<file path="config.mk">
export PLATFORM = sky130hd
export DESIGN_NAME = hvdt_mod
export DESIGN_NICKNAME = d
export VERILOG_FILES = /design/src/hdl/hvdt_pkg.sv /design/src/hdl/hvdt_mod.sv
export SDC_FILE = /design/constraint.sdc
export NUM_CORES = 1
export LEC_CHECK = 0
export BUFFER_PORTS_ARGS = -buffer_cell sky130_fd_sc_hd__buf_2
export CAP_MARGIN = 30
export CORE_UTILIZATION = 55
export DETAILED_ROUTE_END_ITERATION = 16
export PLACE_DENSITY = 0.84
export SLEW_MARGIN = 20
export SYNTH_ARGS = -nofsm -noshare
export SYNTH_HDL_FRONTEND = slang
export SYNTH_SLANG_ARGS = --single-unit
</file>
<file path="constraint.sdc">
create_clock -name clk -period 3.5 [get_ports clk]
set_input_delay 0.35 -clock clk [delete_from_list [all_inputs] [get_ports clk]]
set_output_delay 0.35 -clock clk [all_outputs]
set_load 0.01 [all_outputs]
</file>
<file path="src/hdl/hvdt_pkg.sv">
package hvdt_pkg;

	localparam int BUCKET_DEPTH = 1024;
	localparam int BUCKET_AW    = 10;
	localparam int CFG_W        = 11;
	localparam int NAME_W       = 32;

	localparam logic [CFG_W-1:0] BUCKET_RESET = 11'd1024;

	localparam logic FUNC_ADD   = 1'b0;
	localparam logic FUNC_CLEAR = 1'b1;

	localparam logic [1:0] STATUS_OK      = 2'd0;
	localparam logic [1:0] STATUS_FULL    = 2'd1;
	localparam logic [1:0] STATUS_CLEARED = 2'd2;

	typedef enum logic [2:0] {
		ST_CLR,
		ST_IDLE,
		ST_HASH,
		ST_HEAD,
		ST_HEADW,
		ST_LOOK,
		ST_CMP,
		ST_DONE
	} state_t;

endpackage

</file>
<file path="src/hdl/hvdt_mod.sv">
module hvdt_mod (
	input  logic                                clk,
	input  logic                                arst_n,
	input  logic                                start,
	input  logic [hvdt_pkg::NAME_W-1:0]         name_a,
	input  logic [hvdt_pkg::NAME_W-1:0]         name_b,
	input  logic [hvdt_pkg::CFG_W-1:0]          divisor,
	output logic                                done,
	output logic [hvdt_pkg::BUCKET_AW-1:0]      rem_a,
	output logic [hvdt_pkg::BUCKET_AW-1:0]      rem_b
);

	logic                              busy_q;
	logic                              done_q;
	logic [4:0]                        cnt_q;
	logic [hvdt_pkg::NAME_W-1:0]       sa_q, sb_q;
	logic [hvdt_pkg::CFG_W-1:0]        ra_q, rb_q, div_q;
	logic [hvdt_pkg::CFG_W:0]          ta, tb;
	logic [hvdt_pkg::CFG_W-1:0]        ra_d, rb_d;

	// one restoring step per cycle on both names at once
	always_comb begin
		ta = {ra_q, sa_q[hvdt_pkg::NAME_W-1]};
		tb = {rb_q, sb_q[hvdt_pkg::NAME_W-1]};
		if (ta >= {1'b0, div_q}) begin
			ta = ta - {1'b0, div_q};
		end
		if (tb >= {1'b0, div_q}) begin
			tb = tb - {1'b0, div_q};
		end
		ra_d = ta[hvdt_pkg::CFG_W-1:0];
		rb_d = tb[hvdt_pkg::CFG_W-1:0];
	end

	always_ff @(posedge clk or negedge arst_n) begin
		if (!arst_n) begin
			busy_q <= 1'b0;
			done_q <= 1'b0;
			cnt_q  <= '0;
		end else begin
			done_q <= 1'b0;
			if (start) begin
				busy_q <= 1'b1;
				cnt_q  <= '0;
			end else if (busy_q) begin
				cnt_q <= cnt_q + 5'd1;
				if (cnt_q == 5'd31) begin
					busy_q <= 1'b0;
					done_q <= 1'b1;
				end
			end
		end
	end

	always_ff @(posedge clk) begin
		if (start) begin
			sa_q  <= name_a;
			sb_q  <= name_b;
			ra_q  <= '0;
			rb_q  <= '0;
			div_q <= divisor;
		end else if (busy_q) begin
			sa_q <= sa_q << 1;
			sb_q <= sb_q << 1;
			ra_q <= ra_d;
			rb_q <= rb_d;
		end
	end

	assign done  = done_q;
	assign rem_a = ra_q[hvdt_pkg::BUCKET_AW-1:0];
	assign rem_b = rb_q[hvdt_pkg::BUCKET_AW-1:0];

endmodule

</file>
==> key figures <==
Synth
  – Syn Area/Cell: 11.9 um^2
  – YS warnings: 0
  – Number of synthesized flops with an enable pin: between 70 and 80
  – Post-Synthesis Cells: 462
  – Yosys cell types: between 50 and 60
  – Flops & latches, synth: approximately 100
  – Syn Nets: 566
  – Synth Cell Area: about 5500 um^2
  – Async set-reset flop share out of synthesis: 6.73%
  – Sequential-to-total area share from yosys stat: 52.0%
  – Ys flop type: edfxtp_1

STA
  – Final hold slack: roughly 150 ps
  – Max Clk Rate: between 0.3 and 0.4 GHz
  – Post-route clock period utilization: between 80% and 90%
  – Measured slew at the worst slew-check pin: 998 ps
  – Final hold viol count: 0
  – Post-Route Setup TNS: 0 ps
  – Slew Limit Headroom: around a third
  – Max-slew violations: 0
  – Final min period: around 2900 ps
  – Setup Viol. Count Final: 0
  – Post-route setup slack: 650 ps
  – Worst Clk Skew: between 15 and 20 ps
  – Unrepaired setup endpoints after global routing: no

Global route
  – Vias in the first global route: 3,813
  – Antenna violations before repair: 0
  – Grt ovf: 0
  – First-pass GRT wire length: approximately 18,000 um
  – Pin count of the biggest net entering global routing: 65
  – Total track usage: approximately 23%

CTS
  – H-Tree Depth: 3
  – Postcts setup bufs: 0
  – Sink Count: 104
  – CTS Hold Bufs: 1
  – CTS tree: built
  – Root buf cell: clkbuf_8
  – Clock-pin slew on the worst setup and hold paths: ~100 ps
  – Post-cts resize count: 0
  – Clock Latency Late Sink: ~380 ps
  – TritonCTS buffer count: 9
  – CTS Buffer Depth: 2

Routing
  – Final ANT Viol Nets: 0
  – DRC Markers: 0
  – Final WL: about 11,000 um
  – DR vias/cell: approximately 5.6
  – Routed via count: 3,771
  – DR WL/cell: roughly 16 um
  – DRT iter0 DRCs: 163
  – DRT Pass-1 Iters: 4

Setup path
  – CP Buf/Inv Count: 0
  – WS Path Type: reg2reg
  – Critical Path Fanout Max: 15
  – Startpoint types: flip-flop
  – Worst Path Arrival: ~3100 ps
  – Data required time at the worst endpoint: about 3800 ps
  – Max incr delay on CP: ~570 ps
  – Delay-heaviest family, CP: compound AO/OA/AOI/OAI gates
  – Crit end category: flip-flop
  – Crit-path cells: ha_1 > fa_1 > nor2b_1 > o22ai_2 > a2111oi_2 > a211o_1 > o22ai_1 > a31o_2
  – Critical path's slowest cell: a211o_1

Power and ir drop
  – Power share of the combinational group: between 30% and 40%
  – Leak: between 2 and 3 nW
  – Power Density: 640 nW/um^2
  – Net Sw Frac: about a third
  – Peak supply drop: ~280 uV
  – Clk pwr share: roughly 21%
  – Int Pwr: about 2.6 mW
  – Net switching power: 1.37 mW
  – Seq pwr share: 42.0%
  – Post-layout power: 3.97 mW

Floorplan
  – Top Ports: 99
  – Die area: about 10,000 um^2
  – # rows: 36
  – Initial Util: a little under three fifths
  – Floorplan core area: a little under 10,000 um^2
  – Die Wd: between 100 and 150 um
  – Die span in y: between 100 and 150 um

Placed design
  – # port buffers: 98
  – Gpl congestion: ~0.92
  – Post-DP Area: about 6000 um^2
  – Pre-CTS worst setup slack: between 600 and 700 ps
  – DPL Wire Length: ~8000 um
  – Placed insts: about 660

Finish
  – Area grow syn2layout: 12.5%
  – Final design instance area without fill: between 6000 and 7000 um^2
  – Fin util: about 64%
  – Antenna diode count: 0
  – Fillers: 790
  – Multi-input logic area: roughly 2300 um^2
  – Layout cells sized above 1: 35.4%
  – Layout Nets: about 640
  – Non-Filler Instances: 678
  – FF+latch area: 2870 um^2

Worst hold path
  – Hold crit path type: in2reg

Run
  – Max-cap violations: 0

Outcome
  – Status: complete, no violations
-- cell usage in the layout (no fill, tap or decap), types with 5 or more instances in the layout --
cell	Yosys	routed
o21ai_0	31	31
a21oi_1	17	17
clkbuf_8	0	9
nand4_1	5	5
nor2b_1	5	5
nor2_1	30	30
ha_1	24	24
edfxtp_1	75	75
buf_4	22	6
mux2i_1	12	12
nand2_1	28	28
mux2_2	64	64
dfrtp_1	7	7
buf_2	0	97
xnor2_1	7	7
dfxtp_1	22	22
inv_1	23	22
-- logic make-up (layout without fill, tap and decap cells) --
| group | after synthesis | count (layout) | synth area share, % |
|---|---|---|---|
| buf+inv | 60 | 143 | 5.72 |
| compound gates | 90 | 90 | 11.0 |
| mux | 76 | 76 | 15.2 |
| simple gates | 95 | 95 | 8.17 |
| xor+xnor | 11 | 11 | 1.75 |
| flops | 104 | 104 | 52.0 |
| fa+ha+maj | 26 | 26 | 6.17 |
-- registers in the layout (all words and copies together) (netlist names) --
name and count:
sb_q 32, ra_q 11, rb_q 11, done 1
cnt_q 5, busy_q 1, div_q 11, sa_q 32
-- cells in the mapped netlist (all sizes together), types with 4 or more instances --
cell type | count | area share (%)
a21oi | 17 | 1.5
inv | 23 | 1.6
clkbuf | 12 | 0.82
and2 | 4 | 0.45
o21a | 4 | 0.54
nand2 | 28 | 1.9
or2 | 4 | 0.45
dfxtp | 22 | 8.0
nor2b | 5 | 0.57
mux2 | 64 | 13
buf | 25 | 3.3
o22ai | 6 | 0.91
a22o | 4 | 0.64
nand4 | 5 | 0.57
mux2i | 12 | 2.2
xor2 | 4 | 0.64
dfrtp | 7 | 3.2
edfxtp | 75 | 41
ha | 24 | 5.4
xnor2 | 7 | 1.1
o21ai | 31 | 2.8
nor3 | 4 | 0.36
nor2 | 30 | 2.0
-- path summary, 6_finish.rpt --
check | depth (start not counted) | startpoint | endpoint | slack (ps)
hold reg to reg | 2 | ra_q[10]$_SDFFE_PP0P_ | ra_q[10]$_SDFFE_PP0P_ | 510
setup reg to reg | 8 | div_q[0]$_DFFE_PP_ | rb_q[5]$_SDFFE_PP0P_ | 650
setup / recovery | 8 | div_q[0]$_DFFE_PP_ | rb_q[5]$_SDFFE_PP0P_ | 650
hold / removal | 1 | divisor[2] | div_q[2]$_DFFE_PP_ | 150
min in group asynchronous | 2 | arst_n | cnt_q[2]$_DFFE_PN0P_ | 330
max in group asynchronous | 2 | arst_n | cnt_q[4]$_DFFE_PN0P_ | 3000
-- metal layers --
metal / GRT usage, % / part of all wire (%)
met5: 0 / 0
met4: 11.0 / 3.3
met3: 7.25 / 7.8
met2: 38.2 / 48
met1: 27.0 / 40
-- power groups by stage --
stage	Sequential (mW)	Combinational, mW	Clock [mW]
CTS	1.67	1.47	0.835
detailed placement	1.70	1.46	0
global route	1.69	1.66	0.886
finish	1.67	1.48	0.822
global placement	1.69	1.40	0
floorplan	1.64	1.25	0
-- area by class of cell --
type	instances	area share, %
Timing Repair Buffer	104	8.71
Tap cell	133	2.68
Multi-Input combinational cell	298	37.6
Clock buffer	11	2.12
Inverter	23	1.39
Clock inverter	5	1.31
Sequential cell	104	46.2
No activity file was read; power rests on OpenSTA's default activity.
